[src/rtl/core/assert_macros.svh]
// Assertion helpers shared by the RTL that checks itself.
`ifndef ASSERT_MACROS_SVH
`define ASSERT_MACROS_SVH

// A condition that must hold at every clock edge out of reset.
`define ASSERT_ALWAYS(lbl, cond, msg) \
  lbl: assert property (@(posedge clk_i) disable iff (!rst_ni) (cond)) else $error(msg);

// A condition that, when true, forces another one at the next clock edge.
`define ASSERT_NEXT(lbl, ante, cons, msg) \
  lbl: assert property (@(posedge clk_i) disable iff (!rst_ni) (ante) |=> (cons)) \
    else $error(msg);

`endif

[src/rtl/core/lrss_pkg.sv]
package lrss_pkg;

  localparam int unsigned HeadW    = 16;
  localparam int unsigned ReflW    = 7;
  localparam int unsigned PowW     = 8;
  localparam int unsigned LimW     = 12;
  localparam int unsigned CfgIdxW  = 3;
  localparam int unsigned CfgDataW = 12;
  localparam int unsigned InDataW  = 24;
  localparam int unsigned OutDataW = 24;

  typedef enum logic [CfgIdxW-1:0] {
    REG_WHITE_LEVEL      = 3'd0,
    REG_BLACK_LEVEL      = 3'd1,
    REG_SWEEP_POWER      = 3'd2,
    REG_SWEEP_LIMIT      = 3'd3,
    REG_START_TURN_RIGHT = 3'd4
  } cfg_reg_e;

  // Line detector phases; the fourth code behaves like the first.
  localparam logic [1:0] PHASE_WHITE1 = 2'd0;
  localparam logic [1:0] PHASE_BLACK  = 2'd1;
  localparam logic [1:0] PHASE_WHITE2 = 2'd2;

  localparam logic [ReflW-1:0] WhiteLevelRst = 7'd50;
  localparam logic [ReflW-1:0] BlackLevelRst = 7'd10;
  localparam logic [ReflW-1:0] SweepPowerRst = 7'd45;
  localparam logic [LimW-1:0]  SweepLimitRst = 12'd900;
  localparam logic             TurnRightRst  = 1'b1;

  typedef struct packed {
    logic [ReflW-1:0] white_level;
    logic [ReflW-1:0] black_level;
    logic [ReflW-1:0] sweep_power;
    logic [LimW-1:0]  sweep_limit;
  } cfg_t;

  typedef struct packed {
    logic                    sweeping;
    logic                    turning_right;
    logic [1:0]              phase;
    logic signed [HeadW-1:0] last_heading;
    logic signed [HeadW-1:0] left_angle;
    logic signed [HeadW-1:0] right_angle;
  } state_t;

  typedef struct packed {
    logic                    edge_side;
    logic [ReflW-1:0]        reflect;
    logic signed [HeadW-1:0] heading;
  } item_t;

  typedef struct packed {
    logic                   recovered;
    logic                   drive_valid;
    logic signed [PowW-1:0] right_power;
    logic signed [PowW-1:0] left_power;
  } result_t;

endpackage

[src/rtl/core/lrss_step.sv]
module lrss_step import lrss_pkg::*; (
  input  cfg_t    cfg_i,
  input  state_t  state_i,
  input  item_t   item_i,
  output state_t  state_o,
  output result_t result_o
);

  logic                    is_white;
  logic                    is_black;
  logic                    crossing;
  logic                    done;
  logic signed [HeadW:0]   diff;
  logic signed [HeadW-1:0] sat;
  logic signed [HeadW-1:0] limit_s;
  logic signed [PowW-1:0]  pw;

  assign is_white = item_i.reflect >= cfg_i.white_level;
  assign is_black = item_i.reflect <= cfg_i.black_level;
  assign pw       = {1'b0, cfg_i.sweep_power};
  assign limit_s  = {{(HeadW - LimW){1'b0}}, cfg_i.sweep_limit};

  // A right sweep grows with the heading, a left sweep shrinks with it.
  assign diff = state_i.turning_right
              ? ({item_i.heading[HeadW-1], item_i.heading}
                 - {state_i.last_heading[HeadW-1], state_i.last_heading})
              : ({state_i.last_heading[HeadW-1], state_i.last_heading}
                 - {item_i.heading[HeadW-1], item_i.heading});

  always_comb begin
    if (diff[HeadW] != diff[HeadW-1]) begin
      sat = diff[HeadW] ? {1'b1, {(HeadW - 1){1'b0}}} : {1'b0, {(HeadW - 1){1'b1}}};
    end else begin
      sat = diff[HeadW-1:0];
    end
  end

  always_comb begin
    state_o  = state_i;
    result_o = '0;
    crossing = 1'b0;
    done     = 1'b0;
    if (!state_i.sweeping) begin
      state_o.last_heading = item_i.heading;
      state_o.left_angle   = limit_s;
      state_o.right_angle  = limit_s;
      state_o.phase        = PHASE_WHITE1;
      state_o.sweeping     = 1'b1;
    end else begin
      result_o.drive_valid = 1'b1;
      if (state_i.turning_right) begin
        result_o.left_power  = pw;
        result_o.right_power = -pw;
      end else begin
        result_o.left_power  = -pw;
        result_o.right_power = pw;
      end
      case (state_i.phase)
        PHASE_BLACK: begin
          if (is_black) state_o.phase = PHASE_WHITE2;
        end
        PHASE_WHITE2: begin
          if (is_white) begin
            state_o.phase = PHASE_WHITE1;
            crossing      = 1'b1;
          end
        end
        default: begin
          if (is_white) state_o.phase = PHASE_BLACK;
        end
      endcase
      if (crossing) begin
        if (state_i.turning_right) begin
          state_o.right_angle = sat;
        end else begin
          state_o.left_angle = sat;
        end
        state_o.last_heading  = item_i.heading;
        state_o.turning_right = !state_i.turning_right;
      end
      done = item_i.edge_side ? (state_o.right_angle < limit_s)
                              : (state_o.left_angle < limit_s);
      if (done) begin
        result_o.recovered = 1'b1;
        state_o.sweeping   = 1'b0;
      end
    end
  end

endmodule

[src/rtl/core/line_reacquire_sweep_sequencer_unit.sv]
// Channel    Direction  Handshake                       Payload
// s_axis     in         s_axis_tvalid_i/s_axis_tready_o  heading, reflect, edge_side
// m_axis     out        m_axis_tvalid_o/m_axis_tready_i  left/right power, drive_valid,
//                                                        recovered
// cfg        in         cfg_we_i (no stall)              cfg_idx_i, cfg_wdata_i
//
// One request per cycle sustained while the output does not stall; a request passes the input register,
// then the combinational step logic and the result register.
// Reset is asynchronous and active low and needs no clearing pass.
// A stalled output holds the result register, and an empty input register takes one more
// request before s_axis_tready_o drops.
`include "assert_macros.svh"

module line_reacquire_sweep_sequencer_unit import lrss_pkg::*; (
  input  logic                clk_i,
  input  logic                rst_ni,
  input  logic                s_axis_tvalid_i,
  output logic                s_axis_tready_o,
  // heading[15:0], reflect[22:16], edge_side[23]
  input  logic [InDataW-1:0]  s_axis_tdata_i,
  output logic                m_axis_tvalid_o,
  input  logic                m_axis_tready_i,
  // left_power[7:0], right_power[15:8], drive_valid[16], recovered[17], zeros[23:18]
  output logic [OutDataW-1:0] m_axis_tdata_o,
  input  logic                cfg_we_i,
  input  logic [CfgIdxW-1:0]  cfg_idx_i,
  input  logic [CfgDataW-1:0] cfg_wdata_i
);

  cfg_t    cfg_q;
  state_t  state_d, state_q, state_next;
  item_t   item_q;
  result_t res_q, res_next;
  logic    in_valid_q;
  logic    out_valid_q;
  logic    advance;

  assign advance         = in_valid_q && (!out_valid_q || m_axis_tready_i);
  assign s_axis_tready_o = !in_valid_q || advance;
  assign m_axis_tvalid_o = out_valid_q;
  assign m_axis_tdata_o  = {{(OutDataW - $bits(result_t)){1'b0}}, res_q};

  lrss_step u_step (
    .cfg_i    (cfg_q),
    .state_i  (state_q),
    .item_i   (item_q),
    .state_o  (state_next),
    .result_o (res_next)
  );

  always_comb begin
    state_d = advance ? state_next : state_q;
    if (cfg_we_i && (cfg_idx_i == REG_START_TURN_RIGHT)) begin
      state_d.turning_right = cfg_wdata_i[0];
    end
  end

  always_ff @(posedge clk_i or negedge rst_ni) begin
    if (!rst_ni) begin
      cfg_q.white_level     <= WhiteLevelRst;
      cfg_q.black_level     <= BlackLevelRst;
      cfg_q.sweep_power     <= SweepPowerRst;
      cfg_q.sweep_limit     <= SweepLimitRst;
      state_q.sweeping      <= 1'b0;
      state_q.turning_right <= TurnRightRst;
      state_q.phase         <= PHASE_WHITE1;
      state_q.last_heading  <= '0;
      state_q.left_angle    <= {{(HeadW - LimW){1'b0}}, SweepLimitRst};
      state_q.right_angle   <= {{(HeadW - LimW){1'b0}}, SweepLimitRst};
      in_valid_q            <= 1'b0;
      out_valid_q           <= 1'b0;
    end else begin
      state_q <= state_d;
      if (cfg_we_i) begin
        case (cfg_idx_i)
          REG_WHITE_LEVEL: cfg_q.white_level <= cfg_wdata_i[ReflW-1:0];
          REG_BLACK_LEVEL: cfg_q.black_level <= cfg_wdata_i[ReflW-1:0];
          REG_SWEEP_POWER: cfg_q.sweep_power <= cfg_wdata_i[ReflW-1:0];
          REG_SWEEP_LIMIT: cfg_q.sweep_limit <= cfg_wdata_i[LimW-1:0];
          default: ;
        endcase
      end
      if (s_axis_tready_o) begin
        in_valid_q <= s_axis_tvalid_i;
      end
      if (advance) begin
        out_valid_q <= 1'b1;
      end else if (m_axis_tready_i) begin
        out_valid_q <= 1'b0;
      end
    end
  end

  always_ff @(posedge clk_i) begin
    if (s_axis_tvalid_i && s_axis_tready_o) begin
      item_q <= s_axis_tdata_i[$bits(item_t)-1:0];
    end
    if (advance) begin
      res_q <= res_next;
    end
  end

  `ASSERT_ALWAYS(a_init_quiet, !out_valid_q || res_q.drive_valid || (res_q.left_power == '0 && res_q.right_power == '0 && !res_q.recovered), "init result drives motors")
  `ASSERT_NEXT(a_recover_rearms, advance && res_next.recovered, !state_q.sweeping, "recovery did not rearm the init tick")
  `ASSERT_NEXT(a_init_starts, advance && !state_q.sweeping, state_q.sweeping && res_q.drive_valid == 1'b0, "init tick did not start the sweep")
  `ASSERT_ALWAYS(a_no_result_loss, !(advance && out_valid_q && !m_axis_tready_i), "result register overwritten while stalled")

endmodule
[config.mk]
export PLATFORM = sky130hd
export DESIGN_NAME = line_reacquire_sweep_sequencer_unit
export DESIGN_NICKNAME = d
export VERILOG_FILES = /design/src/rtl/core/lrss_pkg.sv /design/src/rtl/core/lrss_step.sv /design/src/rtl/core/line_reacquire_sweep_sequencer_unit.sv
export VERILOG_INCLUDE_DIRS = /design/src /design/src/rtl/core
export SDC_FILE = /design/constraint.sdc
export NUM_CORES = 1
export LEC_CHECK = 0
export BUFFER_PORTS_ARGS = -buffer_cell sky130_fd_sc_hd__buf_2
export CORE_MARGIN = 2
export CORE_UTILIZATION = 41
export CTS_BUF_LIST = sky130_fd_sc_hd__clkbuf_8
export CTS_CLUSTER_DIAMETER = 50
export DETAILED_ROUTE_END_ITERATION = 16
export PLACE_DENSITY = 0.61
export SETUP_SLACK_MARGIN = 0.02
export SLEW_MARGIN = 20
export SYNTH_ARGS = -nofsm -noshare
export SYNTH_HDL_FRONTEND = slang
export SYNTH_SLANG_ARGS = --single-unit
[constraint.sdc]
create_clock -name clk_i -period 5.6 [get_ports clk_i]
set_input_delay 1.12 -clock clk_i [delete_from_list [all_inputs] [get_ports clk_i]]
set_output_delay 1.12 -clock clk_i [all_outputs]
set_load 0.01 [all_outputs]
==> out/qor.log <==
[global_route] initial antenna violation count 0
[clocking] later-pin clock latency in the skew report 0.46 ns
[clocking] Clock Pin Slew Worst Setup and Hold Paths 0.08 ns
[hold_path] class of the tightest hold or removal check register to register
[die] area of the core 19,500 sq um
[placement] hpwl dp 13,700 um
[setup_path] required time of the worst setup path 5.93 ns
[timing] accumulated negative setup slack 0 ns
[global_route] wire length of the first global-routing pass 31,000 um
[global_route] pin count of the biggest net entering global routing 56
[setup_path] r2r setup slk 0.47 ns
[clocking] TritonCTS clock tree built
[clocking] number of setup buffers added after CTS 0
[timing] final-report hold violation count 0
[routing] remaining number of nets flagged by the antenna check after routing 0
[clocking] Clock Tree Root sky130_fd_sc_hd__clkbuf_8
[clocking] buffers from clock root to sink, at most 2
[setup_path] category of the worst setup path launch point register
[setup_path] Worst Path Arrival 5.46 ns
[placement] gpl congestion 0.872
[power_and_ir_drop] Leak Pwr 4.14 nW
[synthesis] library cells used by synthesis 73
[synthesis] FFs w/ async S/R, synth 68.0%
[power_and_ir_drop] Cell Pwr Density 560 nW/um^2
[global_route] number of global-route vias before repair 6,028
[clocking] clock buffers created by TritonCTS 17
[power_and_ir_drop] Switching Power 2.34 mW
[die] I/O pin count 70
[global_route] aggregate global-route resource usage 18.2%
[timing] maximum operating frequency 195 MHz
[clocking] CTS Sinks 128
[synthesis] synthesized flop and latch total 128
[timing] relative slew slack 38.7%
[layout] area overhead of the layout relative to synthesis 11.6%
[synthesis] leading cell types by total area after synthesis sky130_fd_sc_hd__dfrtp_1 (20%), sky130_fd_sc_hd__edfxtp_1 (15%), sky130_fd_sc_hd__ha_1 (11%), sky130_fd_sc_hd__dfstp_2 (7.0%), sky130_fd_sc_hd__nand2_1 (4.5%)
[timing] RSZ-0062 raised after global routing no
[die] Chip Width 145 um
[routing] DRC Markers 0
[outcome] result of the run complete, no violations
[placement] number of buffer cells added on primary ports 63
[timing] transition time at the pin with the least slew margin 0.918 ns
[power_and_ir_drop] Sw Share 45.6%
[setup_path] Worst setup EP type register
[routing] average detailed-routed wire length per instance 15.5 um
[power_and_ir_drop] proportion of power drawn by combinational gates 55.1%
[hold_path] hold-critical path depth 2
[timing] Clock Skews 0.0139 ns
[synthesis] count of flip-flops with a built-in enable after synthesis 41
[layout] post-layout net count 1,029
[synthesis] area fraction of the dominant cell type after synthesis 19.8%
[layout] layout filler cell count 1,921
[routing] number of vias in the routed layout 6,197
[power_and_ir_drop] part of the power in registers 29.2%
[layout] total inserted antenna cells 0
[setup_path] peak fanout along the critical path 10
[power_and_ir_drop] maximum vdd drop 283 uV
[die] die height 145 um
[synthesis] main flop type after synthesis sky130_fd_sc_hd__dfrtp_1
[synthesis] warnings from Yosys 0
[routing] First-pass DRT Iterations 4
[setup_path] Worst Reg2Reg Path Length in Cells 22
[clocking] # H-tree levels 4
[timing] fin crit share 91.5%
[routing] post-detailed-route via-to-cell ratio 5.22
[power_and_ir_drop] design internal power 2.79 mW
[layout] fraction of layout instances using a drive strength above 1 19.3%
[flow_run] count of maximum capacitance violations 0
[routing] number of violations reported at the end of detailed-routing iteration 0 296
[setup_path] WS Path Type register to register
[synthesis] number of standard cells after synthesis 855
[synthesis] sequential area share after synthesis 41.9%
[timing] Final min period 5.13 ns
[power_and_ir_drop] total power of the final layout 5.13 mW
[layout] final standard cell utilization of the core 46.9%
[synthesis] syn avg cell area 9.60 sq um
[die] Initial Utilization 42.0%
[die] die area 21,200 sq um
[synthesis] dominant cell type by area after synthesis sky130_fd_sc_hd__dfrtp_1
[power_and_ir_drop] share of power burned in the clock network 15.7%
[global_route] aggregate global routing overflow 0
[timing] final count of pins violating max slew 0
[die] # rows 51
[routing] Detailed Route WL 18,400 um
[timing] setup violation total in the final timing report 0
[layout] commonest cells after routing, fill and taps aside sky130_fd_sc_hd__nand2_1 (98), sky130_fd_sc_hd__inv_1 (76), sky130_fd_sc_hd__ha_1 (74)
[layout] commonest non-fill, non-tap cell in the layout sky130_fd_sc_hd__nand2_1
[synthesis] cell area after synthesis 8210 sq um
==> state kept, by name, summed over array words and instances, names as in the netlist <==
name and count:
state_q 52, cfg_q 33, item_q 24, m_axis_tdata_o 17, in_valid_q 1, m_axis_tvalid_o 1
==> synthesized netlist by cell type, types with 9 or more instances <==
cell	count
sky130_fd_sc_hd__nand2_1	98
sky130_fd_sc_hd__inv_1	75
sky130_fd_sc_hd__ha_1	74
sky130_fd_sc_hd__o21ai_0	70
sky130_fd_sc_hd__dfrtp_1	65
sky130_fd_sc_hd__a21oi_1	56
sky130_fd_sc_hd__edfxtp_1	41
sky130_fd_sc_hd__nor2_1	39
sky130_fd_sc_hd__mux2_2	29
sky130_fd_sc_hd__clkbuf_1	23
sky130_fd_sc_hd__a21o_1	22
sky130_fd_sc_hd__dfstp_2	22
sky130_fd_sc_hd__o31ai_1	16
sky130_fd_sc_hd__nand3_1	14
sky130_fd_sc_hd__mux2i_1	12
sky130_fd_sc_hd__nand2b_1	12
sky130_fd_sc_hd__o211ai_1	11
sky130_fd_sc_hd__a211oi_1	10
sky130_fd_sc_hd__xnor2_1	10
sky130_fd_sc_hd__a31oi_1	9
sky130_fd_sc_hd__buf_2	9
sky130_fd_sc_hd__nand4_1	9
==> power by group through the flow <==
| stage | clock network (mW) | logic, mW | registers, mW |
|---|---|---|---|
| 2_1_floorplan | 0 | 2.09 | 1.46 |
| 3_3_place_gp | 0 | 2.77 | 1.51 |
| 3_5_place_dp | 0 | 2.79 | 1.51 |
| 4_1_cts | 0.832 | 2.80 | 1.50 |
| 5_1_grt | 0.871 | 3.18 | 1.54 |
| 6_report | 0.804 | 2.82 | 1.50 |
==> layer usage <==
layer	global-route usage, %	share of wire [%]	vias up
li1	-	-	3146
met1	25.6	50	2915
met2	27.8	45	118
met3	4.42	3.9	18
met4	5.59	1.5	0
met5	0	0	-
==> final timing paths <==
kind	from	end
max	item_q[6]	m_axis_tdata_o[17]
min	state_q[26]	state_q[26]
max reg2reg	item_q[6]	m_axis_tdata_o[17]
min reg2reg	state_q[26]	state_q[26]
max in group asynchronous	rst_ni	state_q[33]
min in group asynchronous	rst_ni	cfg_q[13]
==> repair_timing <==
| item | CTS | global route |
|---|---|---|
| resized for setup | 0 | 2 |
| hold buffers | 0 | 0 |
| setup endpoints to repair | 0 | 2 |
==> kinds of logic (layout without fill, tap and decap cells) <==
family / count (synthesis) / in the layout / synth area share, %
compound gates: 248 / 248 / 19.8
simple gates: 216 / 216 / 12.3
flops: 128 / 128 / 41.9
buf+inv: 125 / 187 / 6.37
fa+ha+maj: 76 / 76 / 11.8
mux: 43 / 43 / 5.90
xor+xnor: 18 / 18 / 1.92
other cells: 1 / 6 / 0.0457
==> per-stage QoR <==
| stage | cell area [sq um] | cells | setup slack (ns) | hold slack [ns] |
|---|---|---|---|---|
| after detailed placement | 8760 | 1155 | 0.489 | 0.470 |
| final | 9160 | 1187 | 0.475 | 0.484 |
| after global placement | 8760 | 1155 | 0.589 | 0.465 |
| after floorplan | 8230 | 860 | 0.882 | 0.423 |
| after CTS | 9150 | 1187 | 0.464 | 0.486 |
| after global routing | 9160 | 1187 | 0.0279 | 0.506 |
==> critical path: stages, from the launching register on <==
cell and delay (ns):
sky130_fd_sc_hd__edfxtp_1 0.40, sky130_fd_sc_hd__ha_1 0.50, sky130_fd_sc_hd__a21oi_1 0.18, sky130_fd_sc_hd__a32oi_1 0.24, sky130_fd_sc_hd__o32ai_1 0.14, sky130_fd_sc_hd__o41ai_2 0.37
sky130_fd_sc_hd__a31oi_1 0.15, sky130_fd_sc_hd__xnor2_1 0.17, sky130_fd_sc_hd__ha_1 0.37, sky130_fd_sc_hd__inv_1 0.20, sky130_fd_sc_hd__a21oi_4 0.34, sky130_fd_sc_hd__a21oi_1 0.12
sky130_fd_sc_hd__mux2_2 0.30, sky130_fd_sc_hd__ha_1 0.29, sky130_fd_sc_hd__nand4_1 0.11, sky130_fd_sc_hd__nor2_1 0.06, sky130_fd_sc_hd__a21oi_1 0.12, sky130_fd_sc_hd__o211ai_1 0.10
sky130_fd_sc_hd__a21oi_1 0.14, sky130_fd_sc_hd__inv_1 0.06, sky130_fd_sc_hd__a221o_1 0.27, sky130_fd_sc_hd__o21ai_1 0.16, sky130_fd_sc_hd__and4_1 0.20
==> final cells by class <==
class	count	area, sq um	share of cell area (%)
well taps	265	332	3.62
clock inverters	15	158	1.72
clock buffers	17	234	2.55
repair buffers	78	430	4.70
multi-input cells	607	4280	46.7
flip-flops and latches	128	3440	37.5
inverters	77	289	3.16
Note: power is estimated with default switching activity, not from simulation.
